[src/rtl/nga_pkg.sv]
`default_nettype none

package nga_pkg;

  // Number of circuit lines tracked; lines at or above this are ignored
  localparam int LINES = 16;

  localparam int FIELD_W = 16;
  localparam int TGT_W   = 4;

  // Lines that the 16-bit masks can actually carry
  localparam logic [FIELD_W-1:0] LINE_MASK =
      (LINES >= FIELD_W) ? {FIELD_W{1'b1}} : FIELD_W'((64'd1 << LINES) - 64'd1);

  // Queue between front and back
  localparam int QUEUE_DEPTH = 4;
  localparam int QUEUE_AW    = $clog2(QUEUE_DEPTH);

  // Input item codes
  localparam logic FUNC_GATE  = 1'b0;
  localparam logic FUNC_FLUSH = 1'b1;

  typedef struct packed {
    logic               func;
    logic [FIELD_W-1:0] ctrl_mask;
    logic [FIELD_W-1:0] polarity_mask;
    logic [TGT_W-1:0]   target_line;
  } gate_item_t;

  typedef struct packed {
    logic [FIELD_W-1:0] out_controls;
    logic [FIELD_W-1:0] out_polarity;
    logic [TGT_W-1:0]   out_target;
    logic               last_of_run;
  } result_item_t;

  // Work handed from front to back: a finished gate, or a set of pending lines
  typedef struct packed {
    logic               is_flush;
    logic [FIELD_W-1:0] mask;
    logic [FIELD_W-1:0] polarity;
    logic [TGT_W-1:0]   target;
  } queue_entry_t;

  // Index of the single set bit of a one-hot word
  function automatic logic [TGT_W-1:0] onehot_index(input logic [FIELD_W-1:0] oh);
    logic [TGT_W-1:0] idx;
    idx = '0;
    for (int i = 0; i < FIELD_W; i++) begin
      if (oh[i]) idx = idx | TGT_W'(i);
    end
    return idx;
  endfunction

endpackage

`default_nettype wire

[src/rtl/nga_front.sv]
`default_nettype none

module nga_front (
  input  wire logic                  clk,
  input  wire logic                  rst,
  input  wire logic                  gate_valid,
  output logic                       gate_stall,
  input  wire nga_pkg::gate_item_t   gate_item,
  input  wire logic                  q_full,
  output logic                       q_push,
  output nga_pkg::queue_entry_t      q_wdata
);
  import nga_pkg::*;

  logic [FIELD_W-1:0] pending_not;
  logic [FIELD_W-1:0] pending_not_next;
  logic [FIELD_W-1:0] pend;
  logic [FIELD_W-1:0] ctl;
  logic [FIELD_W-1:0] pol;
  logic [FIELD_W-1:0] tb;
  logic               accept;
  logic               single_ctl;

  assign gate_stall = q_full;
  assign accept     = gate_valid && !q_full;

  assign pend = pending_not & LINE_MASK;
  assign ctl  = gate_item.ctrl_mask & LINE_MASK;
  assign pol  = gate_item.polarity_mask;
  // Target bit; a target beyond the tracked lines has none
  assign tb   = (FIELD_W'(1) << gate_item.target_line) & LINE_MASK;
  assign single_ctl = (ctl != '0) && ((ctl & (ctl - FIELD_W'(1))) == '0);

  // Classify the item, fold pending NOTs into it, work out the new state
  always_comb begin
    pending_not_next = pending_not;
    q_push           = 1'b0;
    q_wdata          = '0;
    q_wdata.target   = gate_item.target_line;
    if (accept) begin
      if (gate_item.func == FUNC_FLUSH) begin
        q_wdata.is_flush = 1'b1;
        q_wdata.mask     = pend;
        q_push           = (pend != '0);
        pending_not_next = '0;
      end else if (ctl == '0) begin
        // NOT gate: absorbed into the pending state
        pending_not_next = (pending_not ^ tb) & LINE_MASK;
      end else if (single_ctl && ((pend & tb) != '0)) begin
        // Single control absorbs the target's pending NOT
        q_wdata.mask     = ctl;
        q_wdata.polarity = (~pol ^ pend) & ctl;
        q_push           = 1'b1;
        pending_not_next = pend & ~tb;
      end else begin
        q_wdata.mask     = ctl;
        q_wdata.polarity = (pol ^ pend) & ctl;
        q_push           = 1'b1;
      end
    end
  end

  always_ff @(posedge clk) begin
    if (rst) begin
      pending_not <= '0;
    end else begin
      pending_not <= pending_not_next;
    end
  end

endmodule

`default_nettype wire

[src/rtl/nga_queue.sv]
`default_nettype none

module nga_queue (
  input  wire logic                   clk,
  input  wire logic                   rst,
  input  wire logic                   push,
  input  wire nga_pkg::queue_entry_t  wdata,
  input  wire logic                   pop,
  output nga_pkg::queue_entry_t       rdata,
  output logic                        full,
  output logic                        empty
);
  import nga_pkg::*;

  queue_entry_t          mem [QUEUE_DEPTH];
  logic [QUEUE_AW-1:0]   wr_ptr;
  logic [QUEUE_AW-1:0]   rd_ptr;
  logic [QUEUE_AW:0]     count;

  assign full  = (count == (QUEUE_AW+1)'(QUEUE_DEPTH));
  assign empty = (count == '0);
  assign rdata = mem[rd_ptr];

  // Storage
  always_ff @(posedge clk) begin
    if (push) begin
      mem[wr_ptr] <= wdata;
    end
  end

  // Pointers and fill count
  always_ff @(posedge clk) begin
    if (rst) begin
      wr_ptr <= '0;
      rd_ptr <= '0;
      count  <= '0;
    end else begin
      if (push) wr_ptr <= wr_ptr + QUEUE_AW'(1);
      if (pop)  rd_ptr <= rd_ptr + QUEUE_AW'(1);
      case ({push, pop})
        2'b10:   count <= count + (QUEUE_AW+1)'(1);
        2'b01:   count <= count - (QUEUE_AW+1)'(1);
        default: count <= count;
      endcase
    end
  end

endmodule

`default_nettype wire

[src/rtl/nga_back.sv]
`default_nettype none

module nga_back (
  input  wire logic                   clk,
  input  wire logic                   rst,
  input  wire nga_pkg::queue_entry_t  q_rdata,
  input  wire logic                   q_empty,
  output logic                        q_pop,
  output logic                        result_valid,
  input  wire logic                   result_stall,
  output nga_pkg::result_item_t       result_item
);
  import nga_pkg::*;

  logic [FIELD_W-1:0] remain;
  logic [FIELD_W-1:0] remain_next;
  logic [FIELD_W-1:0] src_mask;
  logic [FIELD_W-1:0] low_bit;
  logic               take;
  logic               busy;

  // Output register free, or its result being transferred
  assign take  = !result_valid || !result_stall;
  assign busy  = (remain != '0);
  assign q_pop = take && !busy && !q_empty;

  // Next pending line of the flush in progress or of a fresh flush entry
  assign src_mask    = busy ? remain : q_rdata.mask;
  assign low_bit     = src_mask & (~src_mask + FIELD_W'(1));
  assign remain_next = src_mask & ~low_bit;

  // Control
  always_ff @(posedge clk) begin
    if (rst) begin
      result_valid <= 1'b0;
      remain       <= '0;
    end else if (take) begin
      if (busy) begin
        result_valid <= 1'b1;
        remain       <= remain_next;
      end else if (!q_empty) begin
        result_valid <= 1'b1;
        remain       <= q_rdata.is_flush ? remain_next : '0;
      end else begin
        result_valid <= 1'b0;
      end
    end
  end

  // Result payload
  always_ff @(posedge clk) begin
    if (take) begin
      if (busy || q_rdata.is_flush) begin
        result_item.out_controls <= '0;
        result_item.out_polarity <= '0;
        result_item.out_target   <= onehot_index(low_bit);
        result_item.last_of_run  <= (remain_next == '0);
      end else begin
        result_item.out_controls <= q_rdata.mask;
        result_item.out_polarity <= q_rdata.polarity;
        result_item.out_target   <= q_rdata.target;
        result_item.last_of_run  <= 1'b1;
      end
    end
  end

endmodule

`default_nettype wire

[src/rtl/not_gate_absorber_unit.sv]
// A gate's result passes through the queue and is registered at the output. One gate per cycle
// is taken while the queue is not full; a NOT gate is absorbed and gives no result.
// A flush gives one NOT gate per pending line, one per cycle while the output is not stalled, as
// the back end walks the pending mask lowest line first; the front keeps taking items while the
// queue is not full. Reset (synchronous, active high) clears the pending NOTs, queue and output.
`default_nettype none

module not_gate_absorber_unit (
  input  wire logic                   clk,
  input  wire logic                   rst,
  input  wire logic                   gate_valid,
  output logic                        gate_stall,
  input  wire nga_pkg::gate_item_t    gate_item,
  output logic                        result_valid,
  input  wire logic                   result_stall,
  output nga_pkg::result_item_t       result_item
);
  import nga_pkg::*;

  logic         q_push;
  logic         q_pop;
  logic         q_full;
  logic         q_empty;
  queue_entry_t q_wdata;
  queue_entry_t q_rdata;

  // Classification and pending state
  nga_front u_front (
    .clk        (clk),
    .rst        (rst),
    .gate_valid (gate_valid),
    .gate_stall (gate_stall),
    .gate_item  (gate_item),
    .q_full     (q_full),
    .q_push     (q_push),
    .q_wdata    (q_wdata)
  );

  // Decoupling queue
  nga_queue u_queue (
    .clk   (clk),
    .rst   (rst),
    .push  (q_push),
    .wdata (q_wdata),
    .pop   (q_pop),
    .rdata (q_rdata),
    .full  (q_full),
    .empty (q_empty)
  );

  // Result generation
  nga_back u_back (
    .clk          (clk),
    .rst          (rst),
    .q_rdata      (q_rdata),
    .q_empty      (q_empty),
    .q_pop        (q_pop),
    .result_valid (result_valid),
    .result_stall (result_stall),
    .result_item  (result_item)
  );

endmodule

`default_nettype wire

[config.mk]
export PLATFORM = sky130hd
export DESIGN_NAME = not_gate_absorber_unit
export DESIGN_NICKNAME = d
export VERILOG_FILES = /design/src/rtl/nga_pkg.sv /design/src/rtl/nga_front.sv /design/src/rtl/nga_queue.sv /design/src/rtl/nga_back.sv /design/src/rtl/not_gate_absorber_unit.sv
export SDC_FILE = /design/constraint.sdc
export NUM_CORES = 1
export LEC_CHECK = 0
export CORE_UTILIZATION = 40
export CTS_CLUSTER_SIZE = 28
export DETAILED_ROUTE_END_ITERATION = 10
export DONT_BUFFER_PORTS = 1
export GPL_ROUTABILITY_DRIVEN = 0
export MAX_ROUTING_LAYER = met4
export SLEW_MARGIN = 20
export SYNTH_ARGS = -nofsm -noshare
export SYNTH_HDL_FRONTEND = slang
export SYNTH_SLANG_ARGS = --single-unit
[constraint.sdc]
create_clock -name clk -period 4.6 [get_ports clk]
set_input_delay 0.23 -clock clk [delete_from_list [all_inputs] [get_ports clk]]
set_output_delay 0.23 -clock clk [all_outputs]
set_load 0.05 [all_outputs]
==> results of run 1 <==
## cell type report
cell class / instances / area, sq um
Fill cell: 2340 / 14200
Sequential cell: 226 / 6380
Multi-Input combinational cell: 488 / 3920
Clock buffer: 29 / 619
Tap cell: 335 / 419
Timing Repair Buffer: 25 / 215
Inverter: 25 / 93.8
Clock inverter: 12 / 92.6
## repair_timing
action / in CTS / in global routing
hold endpoints to repair: 57 / 0
endpoints found under the setup margin: 0 / 0
hold buffers: 7 / 0
## routing by layer
metal / global-route usage (%) / wire [um]
met2: 29.1 / 11400
met3: 2.84 / 1200
met5: - / 0
met4: 5.84 / 649
met1: 26.0 / 10900
## sequential cells by signal, summed over array words and instances (netlist names), named ones only
signal / count
u_queue.wr_ptr: 2
u_queue.count: 3
u_back.result_valid: 1
u_queue.mem: 148
u_back.result_item: 37
u_front.pend: 16
u_back.remain: 15
u_queue.rd_ptr: 2
## power by group through the flow
| stage | sequential, mW | clock (mW) | combinational, mW |
|---|---|---|---|
| floorplan | 3.21 | 0 | 2.61 |
| global route | 3.29 | 1.88 | 3.73 |
| global placement | 3.30 | 0 | 3.30 |
| finish | 3.25 | 1.76 | 3.37 |
| detailed placement | 3.30 | 0 | 3.31 |
| CTS | 3.26 | 1.80 | 3.35 |
## critical path: stages, from the launching register on
cell,delay [ns]
dfxtp_2,0.76
mux4_2,0.60
a21oi_1,0.46
nand4_1,0.30
nor4b_1,0.45
a21oi_1,0.14
o41ai_2,0.35
## worst min path at each step
stage / startpoint / to / slack, ns / cells past startpoint
finish: gate_item[24] / u_queue.mem[2][8]$_DFFE_PP_ / 0.02 / 1
CTS: rst / u_back.remain[4]$_SDFFE_PP0P_ / 0.005 / 2
global placement: rst / u_front.pend[1]$_SDFFE_PP0P_ / 0.30 / 1
global route: rst / u_back.remain[3]$_SDFFE_PP0P_ / 0.02 / 2
floorplan: gate_item[0] / u_queue.mem[0][0]$_DFFE_PP_ / 0.33 / 0
detailed placement: rst / u_front.pend[3]$_SDFFE_PP0P_ / 0.31 / 1
## through the flow
step                      std cells  hold slack (ns)
after floorplan                 778            0.329
after global placement         1092            0.304
after detailed placement       1092            0.306
after CTS                      1140          0.00524
after global routing           1140           0.0195
final                          1140           0.0190
## cells by family after synthesis
group           after synthesis
flops                       226
xor+xnor                     37
mux                          63
buf+inv                      64
compound gates              102
simple gates                245
fa+ha+maj                    41
## cell usage in the layout (no fill, tap or decap), types with 4 or more instances in the layout
cell type and n:
a2111o_1 9, a211oi_1 4, a21oi_1 50, and2_1 33, and2_2 4, and3_1 19
buf_4 18, clkbuf_1 5, clkbuf_16 24, clkinv_1 5, clkinv_2 4, dfxtp_1 39
dlygate4sd3_1 6, edfxtp_1 185, ha_1 37, inv_1 25, mux2i_1 26, mux4_2 36
nand2_1 48, nand2b_1 10, nand3_1 13, nand4_1 9, nor2_1 61, nor2b_1 5
nor3_1 8, nor4_1 15, o21ai_0 9, or4_1 5, xnor2_1 18, xor2_1 19
==> results.cfg, run 1 <==
[run_status]
status = complete, no violations

[synth]
synth.largest_area_cell = edfxtp_1
syn_area_sq_um = 10500
synth_common_cells = 185 x edfxtp_1, 61 x nor2_1, 50 x a21oi_1, 49 x nand2_1, 41 x dfxtp_1
synth_fa_ha_area_share_pct = 4.86
avgSynthCellArea_sq_um = 13.6
ys_seq_elements = 226
synth.net_count = 857
synth-xor-area-share_pct = 3.07
async_flop_share_pct = 0
post_synth_num_cell_types = 60
synth_edf_count = 185
synthFlopType = edfxtp_1
synthMuxAreaShare_pct = 10.3
ys_warn_count = 0
yosysMostFrequentCell = edfxtp_1
synth_top_family_by_area = simple AND/OR/NAND/NOR gates
synth_compound_area_share_pct = 6.56
syn_inst = 778
ys_seq_area_share_pct = 60.5
synthSimpleGateAreaFrac_pct = 12.2
synthTopCellsByArea = edfxtp_1 53%, dfxtp_1 7.8%, mux4_2 7.7%
yosysTopAreaCellShare_pct = 52.7

[power]
power.total_mw = 8.39
switchingPower_mw = 3.53
p_per_area_nw_per_um2 = 715
pwr-share-seq_pct = 38.8
p_leak_nw = 4.32
pwr-share-comb_pct = 40.2
p_int_mw = 4.86
peakVddDrop_v = 0.000580
p_sw_share_pct = 42.1
clock_power_share_pct = 21.0

[placed_design]
pre_cts_slack_ns = 1.36
dp_hpwl_mm = 16.4
placed_area_sq_um = 10900
numPortBuffers = 0

[critical_path]
cp.arrival_ns = 3.60
crit_required_ns = 4.94
startpoint_type = flop
reg2regPathDepth = 6
cp_max_fo = 20
endpoint = u_back.result_item[0]$_SDFFCE_PP1N_
rr_endpoint = u_back.result_item[0]$_SDFFCE_PP1N_
critical_path_class = flop to flop
ff2ff_setup_slack_ns = 1.34
worstSetupEndpointType = flop

[grt]
grt.overflow.total = 0
grt_pass1_wl_mm = 37.1
grt_util_all_layers_pct = 18.9
antenna_found_initial = 1
grt_pass1_vias = 6155
grt_max_degree = 45

[finish]
drive_above_1_share_pct = 12.9
diodes = 0
nNetsFinal = 869
fin_util_pct = 45.2
fin_area_sq_um = 11700
area_growth_pct = 11.3

[sta]
rsz0062_at_grt = false
final_max_slew_viol_count = 0
fin_crit_ns = 3.26
clock.fmax_mhz = 307
worst_pin_slew_ns = 1.07
slew_headroom_pct = 28.3
period_share_pct = 70.8
hold_viol = 0
finalSetupViolations = 0
finalWorstSetupSlack_ns = 1.34
fin_setup_tns_ns = 0
fin_worst_skew_ns = 0.0208

[drt]
postRouteAntennaNets = 0
drt_first_iter_violations = 494
first_pass_iters = 5
vias_per_cell = 5.55
vias = 6332
drc_errors = 0
wirelength_mm = 24.1
wl_per_cell_um = 21.1

[floorplan]
die_w_um = 164
core_area_sq_um = 26000
dieArea_sq_um = 27000
io_pins = 80
rows = 59
die_h_um = 164
initial_core_util_pct = 40.6

[clocking]
cts_max_level = 1
clkTransAtPathRegs_ns = 0.06
clk_latency_ns = 0.52
ctsResizeCount = 0
clockBufferDepth = 3
clkSinkCount = 226
cts_setup_buffers = 0
cts_tree = yes
cts_buffers = 24
root_buffer = clkbuf_16

[min_path]
hold_class = input pin to flop

[job]
cap_violations = 0
No activity file was read; power rests on OpenSTA's default activity.
==> run 2: changes to the inputs <==
--- a/config.mk
+++ b/config.mk
@@ -5,6 +5,7 @@
 export SDC_FILE = /design/constraint.sdc
 export NUM_CORES = 1
 export LEC_CHECK = 0
+export ABC_AREA = 1
 export CORE_UTILIZATION = 40
 export CTS_CLUSTER_SIZE = 28
 export DETAILED_ROUTE_END_ITERATION = 10
==> constraint.sdc (replaced) <==
create_clock -name clk -period 2.8 [get_ports clk]
set_input_delay 0.14 -clock clk [delete_from_list [all_inputs] [get_ports clk]]
set_output_delay 0.14 -clock clk [all_outputs]
set_load 0.05 [all_outputs]
==> run 2 against run 1 <==
Net effect:
- first-iteration DRC count increased by 53%
- highest routed layer unchanged
- synthesized cell count up 63%
- count of clock-buffer cells in the layout stayed put
- hold slack improved by 0.0043 ns
- fmax up 22%
- sequential power grew 62%
==> results.cfg, run 2 <==
[run_status]
status = complete, no violations

[power]
clock_power_share_pct = 25.7
p_sw_share_pct = 40.4
switchingPower_mw = 5.15
power.total_mw = 12.8
peakVddDrop_v = 0.000534
p_per_area_nw_per_um2 = 969
pwr-share-comb_pct = 33.0
p_int_mw = 7.61
p_leak_nw = 5.35
pwr-share-seq_pct = 41.3

[min_path]
hold_class = input pin to flop
hold_start = gate_item[15]
hold_path_end = u_queue.mem[1][15]$_DFFE_PP_
whs_path_depth = 3

[finish]
top_register = u_queue.mem
nFillCells = 2690
nNetsFinal = 1386
fin_util_pct = 46.9
largest_reg_flops = 148
fin_area_sq_um = 13200
diodes = 0
final_common_cell = nand2_1
final_cell_count_no_fill = 1703
area_growth_pct = 14.3
layout_common_cells = 255 x nand2_1, 191 x nor2_1, 185 x edfxtp_1
multiInputGateArea_sq_um = 4410
regArea_sq_um = 6380
drive_above_1_share_pct = 11.5

[drt]
first_pass_iters = 6
vias_per_cell = 5.17
wirelength_mm = 29.9
drc_errors = 0
drt_first_iter_violations = 755
vias = 8810
wl_per_cell_um = 17.5
postRouteAntennaNets = 0

[grt]
grt_util_all_layers_pct = 21.6
grt_pass1_vias = 8319
grt_max_degree = 77
antenna_found_initial = 0
grt.overflow.total = 0
grt_pass1_wl_mm = 47.3

[synth]
yosysMostFrequentCell = nand2_1
ys_seq_elements = 226
syn_inst = 1266
ys_seq_area_share_pct = 55.3
async_flop_share_pct = 0
post_synth_num_cell_types = 45
synth_common_cells = 256 x nand2_1, 196 x nor2_1, 185 x edfxtp_1, 126 x inv_1, 94 x nand3_1
synthFlopType = edfxtp_1
synth.largest_area_cell = edfxtp_1
avgSynthCellArea_sq_um = 9.11
ys_warn_count = 0
synth_edf_count = 185
synth.net_count = 1345
yosysTopAreaCellShare_pct = 48.2
synthTopCellsByArea = edfxtp_1 48%, nand2_1 8.3%, dfxtp_1 7.1%
syn_area_sq_um = 11500

[clocking]
cts_tree = yes
clockBufferDepth = 3
cts_max_level = 1
root_buffer = clkbuf_16
clk_latency_ns = 0.53
cts_buffers = 24
clkSinkCount = 226
cts_setup_buffers = 0
clkTransAtPathRegs_ns = 0.06

[floorplan]
initial_core_util_pct = 41.0
rows = 61
io_pins = 80
die_w_um = 172
dieArea_sq_um = 29500
die_h_um = 172
core_area_sq_um = 28100

[critical_path]
critical_path_class = flop to flop
worstReg2RegStart = u_front.pend[13]$_SDFFE_PP0P_
rr_endpoint = u_queue.mem[0][19]$_DFFE_PP_
worstSetupEndpointType = flop
startpoint_type = flop
ff2ff_setup_slack_ns = 0.14
reg2regPathDepth = 12
cp.arrival_ns = 2.92
crit_required_ns = 3.06
cp_max_fo = 10

[sta]
fin_setup_tns_ns = 0
fin_crit_ns = 2.66
final_max_slew_viol_count = 0
finalSetupViolations = 0
rsz0062_at_grt = false
period_share_pct = 95.1
finalWorstSetupSlack_ns = 0.138
hold_ws_ns = 0.0232
worst_pin_slew_ns = 0.947
hold_viol = 0
slew_headroom_pct = 36.9
fin_worst_skew_ns = 0.0166
clock.fmax_mhz = 376

[placed_design]
dpl.cell_count = 1633
pre_cts_slack_ns = 0.294
dp_hpwl_mm = 20.3
numPortBuffers = 0
placed_area_sq_um = 12100

[job]
cap_violations = 0
==> run 2: cell types whose count changed after synthesis, moves of 18 or more <==
cell,previous run,this run
o21ai_0,9,61
mux4_2,36,0
inv_1,25,126
nand3_1,13,94
and2_1,37,1
mux2i_1,26,0
and3_1,19,1
a21oi_1,50,85
nand2_1,49,256
xor2_1,19,0
nor2_1,61,196
==> run 2: cells by family (layout without fill, tap and decap cells) <==
logic type / Yosys count / in the layout / synth area share, %
AOI/OAI and AO/OA: 171 / 171 / 8.06
adders and majority gates: 38 / 38 / 4.19
xor gates and xnor gates: 16 / 16 / 1.22
buffers and inverters: 182 / 241 / 6.84
and+or+nand+nor: 633 / 633 / 24.4
DFF: 226 / 226 / 55.3
==> run 2: cell type report <==
class                   count  area share (%)
well taps                 378            3.59
flip-flops and latches    226            48.4
multi-input cells         858            33.5
repair buffers             68            4.68
clock inverters            15            1.42
clock buffers              29            4.78
inverters                 129            3.68
==> run 2: what timing repair did <==
action,4_1_cts,5_1_grt
endpoints found under the hold margin,143,0
hold buffers,27,0
resized for setup,0,2
setup endpoints to repair,0,11
==> run 2: worst max path at each step <==
stage	cells after the start	endpoint	slack (ns)	startpoint
2_1_floorplan	4	u_queue.mem[0][0]$_DFFE_PP_	-0.29	u_queue.count[1]$_SDFFE_PP0P_
3_3_place_gp	11	u_queue.count[2]$_SDFFE_PP0P_	0.25	gate_item[33]
3_5_place_dp	11	u_queue.count[2]$_SDFFE_PP0P_	0.29	gate_item[33]
4_1_cts	12	u_queue.mem[0][19]$_DFFE_PP_	0.11	u_front.pend[13]$_SDFFE_PP0P_
5_1_grt	11	u_queue.mem[0][15]$_DFFE_PP_	0.02	u_front.pend[2]$_SDFFE_PP0P_
6_report	12	u_queue.mem[0][19]$_DFFE_PP_	0.14	u_front.pend[13]$_SDFFE_PP0P_
==> run 2: metal layers <==
layer / vias to the layer above / GRT usage, % / routed length [um]
li1: 4289 / - / -
met1: 4188 / 29.0 / 13600
met2: 276 / 32.7 / 13200
met3: 57 / 3.73 / 1950
met4: 0 / 7.58 / 1080
met5: - / - / 0
==> run 2: power groups by stage <==
stage	clock network [mW]	logic, mW	registers [mW]
detailed placement	0	4.14	5.35
finish	3.28	4.21	5.28
global route	3.48	4.73	5.34
CTS	3.35	4.20	5.28
floorplan	0	2.96	5.34
global placement	0	4.11	5.34
==> run 2: critical path: stages (launching register included) <==
cell and delay (ns):
dfxtp_1 0.32, buf_4 0.17, ha_1 0.20, nor2_1 0.13, nand4_1 0.09, or2_2 0.30, nand3_2 0.08, nor3_4 0.05
and3_1 0.16, buf_4 0.18, nand3_2 0.07, a21oi_2 0.05, dlygate4sd3_1 0.60
==> run 3: changes to the inputs <==
--- a/config.mk
+++ b/config.mk
@@ -5,7 +5,7 @@
 export SDC_FILE = /design/constraint.sdc
 export NUM_CORES = 1
 export LEC_CHECK = 0
-export ABC_AREA = 1
+export CORE_ASPECT_RATIO = 1.75
 export CORE_UTILIZATION = 40
 export CTS_CLUSTER_SIZE = 28
 export DETAILED_ROUTE_END_ITERATION = 10
==> run 3 against run 2 <==
Net effect:
- the run now ends with DRC left
- hold slack better by 0.0085 ns
- non-clock buffer count up 28
- setup slack worse by 0.0040 ns
- fmax down 0.15%
- routed wire length down 13%
- largest cell class unchanged
- critical endpoint is now u_back.result_item[3]$_DFFE_PN_
- sequential cell count unchanged
- largest power group is now combinational logic
- critical path type unchanged
==> results.cfg, run 3 (synthesized netlist as in run 1, its figures left out) <==
[critical_path]
cp.arrival_ns = 3.01
worstSetupEndpointType = flop
cp_max_fo = 17
rr_endpoint = u_back.result_item[3]$_DFFE_PN_
startpoint_type = flop
ff2ff_setup_slack_ns = 0.13
critical_path_class = flop to flop
reg2regPathDepth = 8
crit_required_ns = 3.15

[power]
pwr-share-comb_pct = 45.6
peakVddDrop_v = 0.000771
p_leak_nw = 4.72
p_per_area_nw_per_um2 = 1220
switchingPower_mw = 6.17
power.total_mw = 15.3
p_int_mw = 9.13
clock_power_share_pct = 20.1
p_sw_share_pct = 40.3
pwr-share-seq_pct = 34.3

[drt]
vias_per_cell = 5.57
postRouteAntennaNets = 0
vias = 6649
wirelength_mm = 25.8
wl_per_cell_um = 21.6
first_pass_iters = 10
drc_errors = 10
drt_first_iter_violations = 379

[sta]
fin_setup_tns_ns = 0
final_max_slew_viol_count = 0
fin_crit_ns = 2.67
fin_worst_skew_ns = 0.0153
finalSetupViolations = 0
clock.fmax_mhz = 375
hold_viol = 0
worst_pin_slew_ns = 0.819
hold_ws_ns = 0.0317
slew_headroom_pct = 45.2
period_share_pct = 95.2

[grt]
grt_pass1_wl_mm = 39.2
grt_pass1_vias = 6810
antenna_found_initial = 0
grt_max_degree = 42
grt.overflow.total = 0
grt_util_all_layers_pct = 20.0

[floorplan]
dieArea_sq_um = 27000
initial_core_util_pct = 40.6
die_h_um = 217
core_area_sq_um = 26000
io_pins = 80
die_w_um = 125
rows = 78

[run_status]
violations = DRC
status = finished, violations left

[finish]
final_common_cell = edfxtp_1
area_growth_pct = 18.7
layout_common_cells = 185 x edfxtp_1, 66 x buf_4, 60 x nor2_1
diodes = 0
nNetsFinal = 938
largest_reg_flops = 148
drive_above_1_share_pct = 20.4
top_register = u_queue.mem

[clocking]
clk_latency_ns = 0.52
cts_tree = yes
clkTransAtPathRegs_ns = 0.06
clockBufferDepth = 3
cts_max_level = 1
root_buffer = clkbuf_16
cts_buffers = 22
clkSinkCount = 226

[min_path]
whs_path_depth = 2
hold_start = gate_item[36]
hold_class = input pin to flop
hold_path_end = u_queue.mem[3][33]$_DFFE_PP_

[job]
cap_violations = 0

[placed_design]
numPortBuffers = 0
dp_hpwl_mm = 18.3
-- run 3: cell type report --
type / instances / area (sq um)
Timing Repair Buffer: 96 / 876
Sequential cell: 226 / 6380
Multi-Input combinational cell: 488 / 4000
Clock buffer: 25 / 593
Inverter: 25 / 93.8
Tap cell: 320 / 400
Fill cell: 2305 / 13400
Clock inverter: 14 / 168
-- run 3: how the worst max path moves through the flow --
stage,to,start
floorplan,u_queue.count[2]$_SDFFE_PP0P_,u_back.remain[4]$_SDFFE_PP0P_
global placement,u_back.result_item[0]$_SDFFCE_PP1N_,flop
detailed placement,u_front.pend[4]$_SDFFE_PP0P_,gate_item[0]
CTS,u_back.result_item[0]$_SDFFCE_PP1N_,flop
global route,u_front.pend[4]$_SDFFE_PP0P_,u_front.pend[2]$_SDFFE_PP0P_
finish,u_back.result_item[3]$_DFFE_PN_,flop
-- run 3: what timing repair did --
| item | CTS | global route |
|---|---|---|
| hold buffers | 23 | 0 |
| resized for setup | 1 | 18 |
| endpoints found under the hold margin | 124 | 0 |
| buffers inserted | 0 | 3 |
| pin swaps | 0 | 2 |
| endpoints found under the setup margin | 1 | 37 |
-- run 3: per-layer routing --
metal	routed length [um]	GRT usage (%)	vias up
met3	1270	3.24	75
met4	1530	12.7	0
li1	-	-	3095
met5	0	-	-
met2	13500	35.0	191
met1	9500	20.9	3288
-- run 3: critical path, cell delays in order (launching register included) --
cell      delay (ns)
dfxtp_2         0.34
buf_12          0.18
mux4_2          0.56
or2_2           0.32
a211oi_2        0.26
buf_4           0.18
nand3_1         0.12
o32a_1          0.38
o21ai_0         0.17
-- run 3: power by group through the flow --
stage                     combinational (mW)  sequential (mW)  clock, mW
after floorplan                         4.29             5.27          0
after global placement                  6.81             5.31          0
after detailed placement                6.80             5.31          0
after CTS                               6.89             5.24       3.16
after global routing                    7.60             5.28       3.26
final                                   6.98             5.24       3.08
-- run 3: stage by stage --
stage,cells,util [%],setup slack [ns],area (sq um)
after floorplan,778,-,-0.0628,10600
after global placement,1130,44.0,0.0133,11400
after detailed placement,1130,44.0,-0.00248,11400
after CTS,1192,47.8,0.00893,12400
after global routing,1194,48.2,-0.0149,12500
final,1194,48.2,0.134,12500
